File: config.mk
export PLATFORM = sky130hd
export DESIGN_NAME = telnet_option_negotiator_core
export DESIGN_NICKNAME = d
export VERILOG_FILES = /design/src/tonc_pkg.sv /design/src/tonc_parser.sv /design/src/tonc_fifo.sv /design/src/tonc_emitter.sv /design/src/telnet_option_negotiator_core.sv
export SDC_FILE = /design/constraint.sdc
export NUM_CORES = 1
export LEC_CHECK = 0
export ABC_AREA = 1
export BUFFER_PORTS_ARGS = -buffer_cell sky130_fd_sc_hd__buf_2
export CAP_MARGIN = 20
export CORE_UTILIZATION = 40
export DETAILED_ROUTE_END_ITERATION = 7
export SLEW_MARGIN = 20
export SYNTH_ARGS = -nofsm -noshare
export SYNTH_HDL_FRONTEND = slang
export SYNTH_SLANG_ARGS = --single-unit
File: constraint.sdc
create_clock -name clk -period 7.55 [get_ports clk]
set_clock_uncertainty 0.05 [all_clocks]
set_input_delay 1.51 -clock clk [delete_from_list [all_inputs] [get_ports clk]]
set_output_delay 1.51 -clock clk [all_outputs]
set_load 0.005 [all_outputs]
File: src/tonc_pkg.sv
// Shared types and protocol constants of the telnet option negotiator.
`default_nettype none

package tonc_pkg;

    localparam logic [7:0] TN_IAC  = 8'hFF;
    localparam logic [7:0] TN_WILL = 8'hFB;
    localparam logic [7:0] TN_WONT = 8'hFC;
    localparam logic [7:0] TN_DO   = 8'hFD;
    localparam logic [7:0] TN_DONT = 8'hFE;
    localparam logic [7:0] TN_SB   = 8'hFA;
    localparam logic [7:0] TN_SE   = 8'hF0;

    localparam logic [7:0] OPT_ECHO  = 8'd1;
    localparam logic [7:0] OPT_TTYPE = 8'd24;
    localparam logic [7:0] OPT_NAWS  = 8'd31;
    localparam logic [7:0] SUB_IS    = 8'd0;
    localparam logic [7:0] SUB_SEND  = 8'd1;

    localparam logic [15:0] COLS_RESET = 16'd80;
    localparam logic [15:0] ROWS_RESET = 16'd25;

    // Register indexes of the configuration port
    localparam logic REG_COLUMNS = 1'b0;
    localparam logic REG_ROWS    = 1'b1;

    localparam logic DEST_DISPLAY = 1'b0;
    localparam logic DEST_NETWORK = 1'b1;

    typedef enum logic [2:0] {
        ST_NORMAL = 3'd0,
        ST_IAC    = 3'd1,
        ST_CMD    = 3'd2,
        ST_SB     = 3'd3,
        ST_SB_IAC = 3'd4
    } parse_state_t;

    typedef enum logic [1:0] {
        ACT_DATA  = 2'd0,
        ACT_CMD   = 2'd1,
        ACT_NAWS  = 2'd2,
        ACT_TTYPE = 2'd3
    } act_kind_t;

    // One classified item waiting to be expanded into output bytes
    typedef struct packed {
        act_kind_t  kind;
        logic [7:0] cmd;
        logic [7:0] data;
        logic       echo;
    } action_t;

endpackage

`default_nettype wire

File: src/tonc_parser.sv
// Front end: IAC parser that classifies each received byte into an action.
`default_nettype none

module tonc_parser (
    input  wire logic             clk,
    input  wire logic             rst_n,
    input  wire logic             accept,
    input  wire logic [7:0]       rx_byte,
    output tonc_pkg::action_t     act,
    output logic                  act_valid
);

    tonc_pkg::parse_state_t state_reg, state_next;
    logic [7:0] held_reg, held_next;
    logic [7:0] subopt_reg, subopt_next;
    logic [1:0] subpos_reg, subpos_next;
    logic       echo_reg, echo_next;

    always_ff @(posedge clk or negedge rst_n)
    begin
        if (!rst_n)
        begin
            state_reg  <= tonc_pkg::ST_NORMAL;
            held_reg   <= 8'd0;
            subopt_reg <= 8'd0;
            subpos_reg <= 2'd0;
            echo_reg   <= 1'b1;
        end
        else if (accept)
        begin
            state_reg  <= state_next;
            held_reg   <= held_next;
            subopt_reg <= subopt_next;
            subpos_reg <= subpos_next;
            echo_reg   <= echo_next;
        end
    end

    always_comb
    begin
        state_next  = state_reg;
        held_next   = held_reg;
        subopt_next = subopt_reg;
        subpos_next = subpos_reg;
        echo_next   = echo_reg;
        act_valid   = 1'b0;
        act.kind    = tonc_pkg::ACT_DATA;
        act.cmd     = 8'd0;
        act.data    = rx_byte;

        case (state_reg)
            tonc_pkg::ST_IAC:
            begin
                state_next = tonc_pkg::ST_NORMAL;
                if (rx_byte inside {tonc_pkg::TN_WILL, tonc_pkg::TN_WONT,
                                    tonc_pkg::TN_DO, tonc_pkg::TN_DONT})
                begin
                    held_next  = rx_byte;
                    state_next = tonc_pkg::ST_CMD;
                end
                else if (rx_byte == tonc_pkg::TN_SB)
                begin
                    subpos_next = 2'd0;
                    state_next  = tonc_pkg::ST_SB;
                end
                else if (rx_byte == tonc_pkg::TN_IAC)
                begin
                    act_valid = 1'b1;
                end
            end
            tonc_pkg::ST_CMD:
            begin
                state_next = tonc_pkg::ST_NORMAL;
                act.kind   = tonc_pkg::ACT_CMD;
                if (held_reg == tonc_pkg::TN_WILL && rx_byte == tonc_pkg::OPT_ECHO)
                begin
                    echo_next = 1'b0;
                    act.cmd   = tonc_pkg::TN_DO;
                    act_valid = 1'b1;
                end
                else if (held_reg == tonc_pkg::TN_WONT && rx_byte == tonc_pkg::OPT_ECHO)
                begin
                    echo_next = 1'b1;
                    act.cmd   = tonc_pkg::TN_DONT;
                    act_valid = 1'b1;
                end
                else if (held_reg == tonc_pkg::TN_WILL)
                begin
                    act.cmd   = tonc_pkg::TN_DONT;
                    act_valid = 1'b1;
                end
                else if (held_reg == tonc_pkg::TN_DO)
                begin
                    if (rx_byte == tonc_pkg::OPT_NAWS)
                    begin
                        act.kind  = tonc_pkg::ACT_NAWS;
                        act_valid = 1'b1;
                    end
                    else if (rx_byte != tonc_pkg::OPT_TTYPE)
                    begin
                        act.cmd   = tonc_pkg::TN_WONT;
                        act_valid = 1'b1;
                    end
                end
            end
            tonc_pkg::ST_SB:
            begin
                if (rx_byte == tonc_pkg::TN_IAC)
                begin
                    state_next = tonc_pkg::ST_SB_IAC;
                end
                else if (subpos_reg == 2'd0)
                begin
                    subopt_next = rx_byte;
                    subpos_next = 2'd1;
                end
                else if (subpos_reg == 2'd1)
                begin
                    held_next   = rx_byte;
                    subpos_next = 2'd2;
                end
            end
            tonc_pkg::ST_SB_IAC:
            begin
                if (rx_byte == tonc_pkg::TN_SE)
                begin
                    state_next = tonc_pkg::ST_NORMAL;
                    if (subopt_reg == tonc_pkg::OPT_TTYPE && held_reg == tonc_pkg::SUB_SEND)
                    begin
                        act.kind  = tonc_pkg::ACT_TTYPE;
                        act_valid = 1'b1;
                    end
                end
                else if (rx_byte != tonc_pkg::TN_IAC)
                begin
                    state_next = tonc_pkg::ST_SB;
                end
            end
            default:
            begin
                if (rx_byte == tonc_pkg::TN_IAC)
                begin
                    state_next = tonc_pkg::ST_IAC;
                end
                else
                begin
                    state_next = tonc_pkg::ST_NORMAL;
                    act_valid  = 1'b1;
                end
            end
        endcase

        act.echo  = echo_next;
        act_valid = act_valid & accept;
    end

endmodule

`default_nettype wire

File: src/tonc_fifo.sv
// Short action queue between the parser and the reply emitter.
`default_nettype none

module tonc_fifo #(
    parameter int DEPTH = 4
) (
    input  wire logic             clk,
    input  wire logic             rst_n,
    input  wire logic             push,
    input  tonc_pkg::action_t     push_data,
    input  wire logic             pop,
    output tonc_pkg::action_t     head,
    output logic                  not_empty,
    output logic                  full
);

    localparam int PTR_W = (DEPTH > 1) ? $clog2(DEPTH) : 1;
    localparam int CNT_W = $clog2(DEPTH + 1);

    tonc_pkg::action_t mem [DEPTH];
    logic [PTR_W-1:0] wr_ptr_reg, rd_ptr_reg;
    logic [CNT_W-1:0] count_reg;
    logic             do_push, do_pop;

    assign do_push   = push && !full;
    assign do_pop    = pop && not_empty;
    assign not_empty = (count_reg != '0);
    assign full      = (count_reg == CNT_W'(DEPTH));
    assign head      = mem[rd_ptr_reg];

    always_ff @(posedge clk)
    begin
        if (do_push)
        begin
            mem[wr_ptr_reg] <= push_data;
        end
    end

    always_ff @(posedge clk or negedge rst_n)
    begin
        if (!rst_n)
        begin
            wr_ptr_reg <= '0;
            rd_ptr_reg <= '0;
            count_reg  <= '0;
        end
        else
        begin
            if (do_push)
            begin
                wr_ptr_reg <= (wr_ptr_reg == PTR_W'(DEPTH - 1)) ? '0 : wr_ptr_reg + 1'b1;
            end
            if (do_pop)
            begin
                rd_ptr_reg <= (rd_ptr_reg == PTR_W'(DEPTH - 1)) ? '0 : rd_ptr_reg + 1'b1;
            end
            if (do_push && !do_pop)
            begin
                count_reg <= count_reg + 1'b1;
            end
            else if (do_pop && !do_push)
            begin
                count_reg <= count_reg - 1'b1;
            end
        end
    end

endmodule

`default_nettype wire

File: src/tonc_emitter.sv
// Back end: expands queued actions into output bytes through an output register.
`default_nettype none

module tonc_emitter (
    input  wire logic             clk,
    input  wire logic             rst_n,
    input  tonc_pkg::action_t     head,
    input  wire logic             head_valid,
    output logic                  pop,
    input  wire logic [15:0]      columns,
    input  wire logic [15:0]      rows,
    output logic                  out_valid,
    input  wire logic             out_ready,
    output logic                  destination,
    output logic [7:0]            out_byte,
    output logic                  last_of_run,
    output logic                  echo_local
);

    logic [3:0] idx_reg, idx_next;
    logic       valid_reg, valid_next;
    logic       dest_reg;
    logic [7:0] byte_reg;
    logic       last_reg;
    logic       echo_reg;

    logic       load;
    logic       is_last;
    logic [7:0] cur_byte;
    logic [3:0] last_idx;

    always_comb
    begin
        case (head.kind)
            tonc_pkg::ACT_DATA:  last_idx = 4'd0;
            tonc_pkg::ACT_CMD:   last_idx = 4'd2;
            tonc_pkg::ACT_NAWS:  last_idx = 4'd11;
            tonc_pkg::ACT_TTYPE: last_idx = 4'd10;
            default:             last_idx = 4'd0;
        endcase
    end

    always_comb
    begin
        cur_byte = tonc_pkg::TN_IAC;
        case (head.kind)
            tonc_pkg::ACT_DATA:
                cur_byte = head.data;
            tonc_pkg::ACT_CMD:
                case (idx_reg)
                    4'd0:    cur_byte = tonc_pkg::TN_IAC;
                    4'd1:    cur_byte = head.cmd;
                    default: cur_byte = head.data;
                endcase
            tonc_pkg::ACT_NAWS:
                case (idx_reg)
                    4'd0:    cur_byte = tonc_pkg::TN_IAC;
                    4'd1:    cur_byte = tonc_pkg::TN_WILL;
                    4'd2:    cur_byte = tonc_pkg::OPT_NAWS;
                    4'd3:    cur_byte = tonc_pkg::TN_IAC;
                    4'd4:    cur_byte = tonc_pkg::TN_SB;
                    4'd5:    cur_byte = tonc_pkg::OPT_NAWS;
                    4'd6:    cur_byte = columns[15:8];
                    4'd7:    cur_byte = columns[7:0];
                    4'd8:    cur_byte = rows[15:8];
                    4'd9:    cur_byte = rows[7:0];
                    4'd10:   cur_byte = tonc_pkg::TN_IAC;
                    default: cur_byte = tonc_pkg::TN_SE;
                endcase
            tonc_pkg::ACT_TTYPE:
                case (idx_reg)
                    4'd0:    cur_byte = tonc_pkg::TN_IAC;
                    4'd1:    cur_byte = tonc_pkg::TN_SB;
                    4'd2:    cur_byte = tonc_pkg::OPT_TTYPE;
                    4'd3:    cur_byte = tonc_pkg::SUB_IS;
                    4'd4:    cur_byte = 8'h76;
                    4'd5:    cur_byte = 8'h74;
                    4'd6:    cur_byte = 8'h31;
                    4'd7:    cur_byte = 8'h30;
                    4'd8:    cur_byte = 8'h30;
                    4'd9:    cur_byte = tonc_pkg::TN_IAC;
                    default: cur_byte = tonc_pkg::TN_SE;
                endcase
            default:
                cur_byte = head.data;
        endcase
    end

    assign load    = head_valid && (!valid_reg || out_ready);
    assign is_last = (idx_reg == last_idx);
    assign pop     = load && is_last;

    always_comb
    begin
        idx_next = idx_reg;
        if (load)
        begin
            idx_next = is_last ? 4'd0 : idx_reg + 4'd1;
        end
        if (load)
        begin
            valid_next = 1'b1;
        end
        else if (out_ready)
        begin
            valid_next = 1'b0;
        end
        else
        begin
            valid_next = valid_reg;
        end
    end

    always_ff @(posedge clk or negedge rst_n)
    begin
        if (!rst_n)
        begin
            idx_reg   <= 4'd0;
            valid_reg <= 1'b0;
        end
        else
        begin
            idx_reg   <= idx_next;
            valid_reg <= valid_next;
        end
    end

    always_ff @(posedge clk)
    begin
        if (load)
        begin
            dest_reg <= (head.kind == tonc_pkg::ACT_DATA) ? tonc_pkg::DEST_DISPLAY
                                                          : tonc_pkg::DEST_NETWORK;
            byte_reg <= cur_byte;
            last_reg <= is_last;
            echo_reg <= head.echo;
        end
    end

    assign out_valid   = valid_reg;
    assign destination = dest_reg;
    assign out_byte    = byte_reg;
    assign last_of_run = last_reg;
    assign echo_local  = echo_reg;

endmodule

`default_nettype wire

File: src/telnet_option_negotiator_core.sv
// Top level of the telnet option negotiator: parser, action queue, emitter, APB registers.
//
// Usage:
//   Input channel (in_valid/in_ready/rx_byte) takes one received telnet byte per item.
//   Output channel (out_valid/out_ready) delivers result items: destination (0 display,
//   1 network), out_byte, last_of_run on the final item caused by one input, and
//   echo_local, the echo flag after that input.
//   A byte that causes results is queued as an action, which the output register then loads.
//   Plain data flows at one item per cycle while out_ready stays high. Option replies
//   are 3 bytes long, the window-size reply 12 and the terminal-type reply 11; the emitter
//   produces one byte per cycle while out_ready is high, and that sets the drain rate.
//   The parser accepts a byte every cycle while the action queue (QUEUE_DEPTH entries)
//   has room; it keeps accepting while a long reply drains or the receiver stalls,
//   until the queue fills, then drops in_ready.
//   A stall on out_ready holds the output register; nothing is lost or repeated.
//   Reset: parser returns to the data state, echo on, queue empty, window size 80x25.
//   APB: register 0 (byte address 0) window_columns, register 1 (address 4)
//   window_rows, 16 bits each; write them only while the block is idle.
`default_nettype none

module telnet_option_negotiator_core #(
    parameter int QUEUE_DEPTH = 4
) (
    input  wire logic        clk,
    input  wire logic        rst_n,
    // Receive byte channel
    input  wire logic        in_valid,
    output logic             in_ready,
    input  wire logic [7:0]  rx_byte,
    // Result channel
    output logic             out_valid,
    input  wire logic        out_ready,
    output logic             destination,
    output logic [7:0]       out_byte,
    output logic             last_of_run,
    output logic             echo_local,
    // Configuration port
    input  wire logic        psel,
    input  wire logic        penable,
    input  wire logic        pwrite,
    input  wire logic [2:0]  paddr,
    input  wire logic [31:0] pwdata,
    output logic [31:0]      prdata,
    output logic             pready
);

    logic [15:0] columns_reg;
    logic [15:0] rows_reg;
    logic        cfg_write;

    tonc_pkg::action_t act, head;
    logic              act_valid;
    logic              head_valid;
    logic              pop;
    logic              queue_full;
    logic              accept;

    // Configuration registers: decode on address bit 2 only, one word per register
    assign pready    = 1'b1;
    assign cfg_write = psel && penable && pwrite;

    always_ff @(posedge clk or negedge rst_n)
    begin
        if (!rst_n)
        begin
            columns_reg <= tonc_pkg::COLS_RESET;
            rows_reg    <= tonc_pkg::ROWS_RESET;
        end
        else if (cfg_write)
        begin
            if (paddr[2] == tonc_pkg::REG_COLUMNS)
            begin
                columns_reg <= pwdata[15:0];
            end
            else
            begin
                rows_reg <= pwdata[15:0];
            end
        end
    end

    always_comb
    begin
        if (paddr[2] == tonc_pkg::REG_ROWS)
        begin
            prdata = {16'd0, rows_reg};
        end
        else
        begin
            prdata = {16'd0, columns_reg};
        end
    end

    // Take a byte whenever the queue has room for the action it might produce
    assign in_ready = !queue_full;
    assign accept   = in_valid && in_ready;

    tonc_parser u_parser (
        .clk       (clk),
        .rst_n     (rst_n),
        .accept    (accept),
        .rx_byte   (rx_byte),
        .act       (act),
        .act_valid (act_valid)
    );

    tonc_fifo #(
        .DEPTH (QUEUE_DEPTH)
    ) u_fifo (
        .clk       (clk),
        .rst_n     (rst_n),
        .push      (act_valid),
        .push_data (act),
        .pop       (pop),
        .head      (head),
        .not_empty (head_valid),
        .full      (queue_full)
    );

    tonc_emitter u_emitter (
        .clk         (clk),
        .rst_n       (rst_n),
        .head        (head),
        .head_valid  (head_valid),
        .pop         (pop),
        .columns     (columns_reg),
        .rows        (rows_reg),
        .out_valid   (out_valid),
        .out_ready   (out_ready),
        .destination (destination),
        .out_byte    (out_byte),
        .last_of_run (last_of_run),
        .echo_local  (echo_local)
    );

endmodule

`default_nettype wire

==> run metrics, run 1 <==
outcome finished clean; largest net degree at the start of global routing 67; Crit path arrival time 2.44 ns; Rel. slew slack 30.9%; Cell Area, Synth 6880 um2; Final Hold Fails 0; Yosys top cell area share 29.3%; crit start category primary input; die height approximately 130 um; dominant cell type by area after synthesis edfxtp_1; CP Class primary input to output port; hold depth 2; Hold WC Path Type flip-flop to flip-flop; Hold Crit Start columns_reg[8]; CTS Hold Bufs 0; fin nets 939; RSZ-0062 raised after global routing false; GRT Total Usage 18.5%; final WL 15.3 mm; Largest register FFs 56; Endpoint, Worst Hold columns_reg[8]; Worst R2R Setup Slack 3.91 ns; CTS max path bufs 2; share of layout cells above drive strength 1 between 10% and 20%; layout overhead on the synthesized area 15.0%; Area contributors post-synth edfxtp_1 (29%), dfrtp_1 (22%), nand2_1 (14%), o21ai_0 (4.7%), nand3_1 (4.1%); ANT cells 0; worst r2r src u_fifo.rd_ptr_reg[0]; Top Ports 96; Worst-path clk slew 0.06 ns; Max Slew Vio Count 0; CTS Buf Count 17; Post-CTS Resized 0; crit share post-route 53.0%; register area share after synthesis 53.4%; ys async rst share 49.6%; Port Buffers 60; vias 5,328; LEAKAGE 3.66 nW; GRT Residual Overflow 0; Max Freq 0.250 GHz; R2R cell count 16; power per cell area ~370 nW/um2; DP Cell Count 1,077; first-pass GRT wire length 25.5 mm; clk sinks 133; Data required, critical path 5.99 ns; FP Rows 47; max incr delay on CP 0.38 ns; syn avg cell area between 8 and 9 um2; Critical Path Slowest Stage Cell buf_2; slew at the pin with the worst max-slew slack 1.04 ns; RR Endpoint u_fifo.count_reg[2]; CTS tree done; buffer count from post-CTS setup fixing 0; Ys Warns 0; setup_tns 0 ns; HPWL after DPL 10.6 mm; CTS root buf clkbuf_16; Max-cap violations 0; Detailed Route Iter0 Violations 319; Post-DRT Antenna Nets 0; initial antenna violation count 0; clk_lat worst skew 0.42 ns; FF+latch count, synth 133; Worst Path Max Fanout 27; vias in the first global route 5,088; Residual DRC 0; critical-path cell list buf_2 -> inv_1 -> nand2_1 -> nand2_1 -> buf_2; H-Tree Depth 4; non-filler cells, final 1,109; Pre-antenna DRT Iters 4; Tot Pwr 2.91 mW; Starting Density 41.2%; Worst Setup End Kind output port; worst IR drop on VDD 0.000174 V; vias per cell 4.80; Tmin final 4.00 ns; Post-Syn Instances 814; Routed wire per std cell 13.8 um; routability cong. 0.854; Distinct cells, synth 45; Die W 133 um; Final setup viols 0; ys flop type edfxtp_1; core area 16,700 um2; EDFF count, synth 67; DIE AREA 17,700 um2
-- power breakdown --
group	internal (mW)	switching, mW	total, mW
clock	0.454	0.345	0.799
sequential	0.980	0.138	1.12
combinational	0.339	0.656	0.994
total	1.77	1.14	2.91
-- cell families after synthesis --
kind of cell | count (synthesis) | share of synthesized area [%]
and+or+nand+nor | 436 | 27.4
DFF | 133 | 53.4
buffers and inverters | 123 | 7.90
AOI/OAI and AO/OA | 104 | 8.33
adders and majority gates | 13 | 2.47
other | 2 | 0.109
xor gates and xnor gates | 2 | 0.255
muxes | 1 | 0.164
-- metrics by stage --
stage / setup WS [ns] / instance area (um2) / hold slack, ns / utilization, %
finish: 3.55 / 7910 / 0.436 / 47.3
global placement: 3.55 / 7330 / 0.418 / 43.9
global route: 3.48 / 7910 / 0.465 / 47.3
CTS: 3.55 / 7910 / 0.439 / 47.3
detailed placement: 3.54 / 7330 / 0.424 / 43.9
floorplan: 3.83 / 6930 / 0.403 / -
-- synth_stat cells (2+ instances only) --
library cell	number
nand2_1	263
inv_1	70
edfxtp_1	67
o21ai_0	65
nor2_1	64
dfrtp_1	60
nand3_1	56
buf_4	18
nand4_1	18
inv_2	16
o21ai_1	14
ha_1	12
a21oi_1	11
clkbuf_1	11
nand2_2	9
nor3_1	7
dfstp_2	6
nor2_2	6
buf_2	5
o211ai_1	5
buf_1	2
conb_1	2
nand3b_1	2
nor2_4	2
nor3_2	2
o22ai_1	2
-- layout make-up --
cell class / count / area [um2]
fill: 1686 / 8800
multi-input combinational: 573 / 2720
tap: 220 / 275
clock buffer: 18 / 450
clock inverter: 14 / 129
inverter: 86 / 323
timing repair buffer: 65 / 338
sequential: 133 / 3670
-- per-layer routing --
metal	up-vias	part of all wire (%)	track usage (%)
met4	0	0.84	5.93
li1	2758	-	-
met1	2447	48	24.7
met3	11	4.1	4.19
met2	112	47	30.0
met5	-	0	0
-- worst max-delay path: cells and delay by family --
| family | cells | cell delay (ns) |
|---|---|---|
| and+or+nand+nor | 2 | 0.17 |
| buffers and inverters | 3 | 0.76 |
-- cells in the final DEF, fill, tap and decap left out, drive strengths merged --
| master | Yosys | routed |
|---|---|---|
| dfstp | 6 | 6 |
| o2111ai | 1 | 1 |
| and3 | 1 | 1 |
| nor3b | 1 | 1 |
| o21bai | 1 | 1 |
| a31oi | 2 | 2 |
| o21ai | 79 | 79 |
| mux2 | 1 | 1 |
| a211oi | 1 | 1 |
| conb | 2 | 17 |
| a22oi | 1 | 1 |
| o211ai | 5 | 5 |
| or2 | 2 | 2 |
| o221ai | 1 | 1 |
| clkinv | 0 | 4 |
| dfrtp | 60 | 60 |
| nor2 | 73 | 73 |
| nor3 | 9 | 9 |
| a21oi | 11 | 11 |
| inv | 86 | 96 |
| buf | 26 | 65 |
| xor2 | 1 | 1 |
| ha | 12 | 12 |
| nand2 | 272 | 272 |
| nand3 | 58 | 58 |
| edfxtp | 67 | 67 |
| clkbuf | 11 | 18 |
| nand4 | 18 | 18 |
| o22ai | 2 | 2 |
| xnor2 | 1 | 1 |
| fa | 1 | 1 |
| nand3b | 2 | 2 |
-- how the worst max path moves through the flow --
stage                            end  slack [ns]  startpoint
final                     prdata[10]        3.55    paddr[2]
after global routing      prdata[10]        3.48    paddr[2]
after CTS                 prdata[10]        3.55    paddr[2]
after detailed placement  prdata[10]        3.54    paddr[2]
after global placement    prdata[15]        3.55    paddr[2]
after floorplan           prdata[11]        3.83    paddr[2]
Note: power is estimated with default switching activity, not from simulation.
==> run 2: changes to the inputs <==
==> constraint.sdc (replaced) <==
create_clock -name clk -period 3.9 [get_ports clk]
set_clock_uncertainty 0.05 [all_clocks]
set_input_delay 0.78 -clock clk [delete_from_list [all_inputs] [get_ports clk]]
set_output_delay 0.78 -clock clk [all_outputs]
set_load 0.005 [all_outputs]
==> run metrics, run 2 (synthesized netlist as in run 1, its figures left out) <==
outcome finished clean; most frequent cells in the layout nand2_1 (263), inv_1 (70), edfxtp_1 (67); power per cell area 715 nW/um2; Starting Density 41.2%; ANT cells 0; Final Hold Fails 0; Routed wire per std cell between 10 and 15 um; DIE AREA approximately 18,000 um2; H-Tree Depth 4; CP Class primary input to flip-flop; HPWL after DPL 10.8 mm; vias in the first global route about 5,100; LEAKAGE roughly 3.7 nW; initial antenna violation count 0; most common cell after layout, fill and taps aside nand2_1; GRT Residual Overflow 0; Final setup viols 0; worst-case hold slack approximately 0.29 ns; Max-cap violations 0; setup_tns 0 ns; crit share post-route between 70% and 80%; crit start category primary input; share of layout cells above drive strength 1 between 10% and 20%; Port Buffers 60; vias 5,303; core area 16,700 um2; clk sinks 133; CTS root buf clkbuf_16; CTS Hold Bufs 0; cell repeated most along the worst path nor2_1; Post-CTS Resized 0; Top Ports 96; Tmin final between 2 and 3 ns; CTS max path bufs 2; Setup WS pre-CTS 0.651 ns; crit-path leading delay family simple AND/OR/NAND/NOR gates; Die W around 130 um; Residual DRC 0; CP Buf/Inv Count 3; final WL 15.2 mm; first-pass GRT wire length 25.7 mm; Hold WC Path Type primary input to async pin; Rel. slew slack 35.9%; critical-path cell list buf_2 -> nor2_1 -> nand2_1 -> nor2_1 -> nand2_1 -> nor2_1 -> nor2_1 -> nand3_1 -> nand2_2 -> inv_1 -> ha_1 -> inv_1 -> fa_1 -> a21oi_1 -> o21ai_0 -> xor2_1; slew at the pin with the worst max-slew slack 0.960 ns; Worst Setup End Kind flip-flop; vias per cell 4.77; Data required, critical path 4.14 ns; Crit path arrival time 3.05 ns; routability cong. 0.857; RSZ-0062 raised after global routing false; fin nets 942; final core utilization 47.5%; CTS Buf Count 17; GRT Total Usage 18.6%; buffer count from post-CTS setup fixing 0; final worst slack 1.09 ns; Largest register FFs 56; Tot Pwr ~5.7 mW; Pre-antenna DRT Iters 5; worst IR drop on VDD 0.000394 V; clk_lat worst skew 0.42 ns; layout overhead on the synthesized area 15.3%; CTS tree done; Max Freq between 0.3 and 0.4 GHz; Worst Path Max Fanout 9; max incr delay on CP 0.43 ns; Detailed Route Iter0 Violations 324; Max Slew Vio Count 0; Post-DRT Antenna Nets 0; Critical Path Slowest Stage Cell fa_1; largest net degree at the start of global routing 45; FP Rows 47; die height 133 um; Worst-path clk slew 0.06 ns
==> run 2: changes by cell type in the layout (fill, tap and decap cells not counted), sizes merged <==
cell	before	now
clkinvlp	0	1
bufinv	0	2
buf	65	68
clkbuf	18	24
inv	96	88
clkinv	4	3
==> run 2: worst paths after layout <==
| kind | slack, ns | depth (start not counted) | endpoint | start |
|---|---|---|---|---|
| max | 1.09 | 16 | u_fifo.count_reg[2] | rx_byte[3] |
| min | 0.29 | 1 | columns_reg[1] | rst_n |
| max reg2reg | 1.12 | 15 | u_fifo.count_reg[2] | u_fifo.rd_ptr_reg[0] |
| min reg2reg | 0.43 | 2 | columns_reg[11] | columns_reg[11] |
| max in group asynchronous | 2.54 | 2 | u_parser.echo_reg | rst_n |
| min in group clk | 0.43 | 2 | columns_reg[11] | columns_reg[11] |
==> run 2: metal layers <==
layer / global-route usage (%) / vias to the layer above / share of wire, %
met3: 4.87 / 13 / 3.9
met1: 24.8 / 2424 / 49
met2: 30.2 / 102 / 47
met5: 0 / - / 0
met4: 4.86 / 0 / 0.81
li1: - / 2764 / -
==> run 2: final cells by class <==
cell class	count	area, um2
Clock inverter	8	97.6
Multi-Input combinational cell	573	2720
Fill cell	1688	8770
Clock buffer	24	482
Inverter	86	323
Sequential cell	133	3670
Tap cell	220	275
Timing Repair Buffer	68	360
==> run 2: power breakdown <==
group	switching [mW]	internal (mW)
clock network	0.570	0.990
logic	1.33	0.668
registers	0.206	1.90
total	2.11	3.56
==> run 2: worst register-to-register path: stages (launching register included) <==
cell     delay (ns)
dfrtp_1        0.39
inv_2          0.37
nand2_1        0.10
nand3_1        0.10
nand2_2        0.12
nand2_2        0.11
inv_2          0.08
nand2_1        0.08
nand2_2        0.10
nand3_4        0.10
ha_1           0.15
inv_1          0.07
fa_1           0.43
a21oi_1        0.14
o21ai_0        0.11
xor2_1         0.15
==> run 2: through the flow <==
step	cell area, um2	std cells
floorplan	6930	829
global placement	7350	1080
detailed placement	7350	1080
CTS	7930	1112
global route	7930	1112
finish	7930	1112
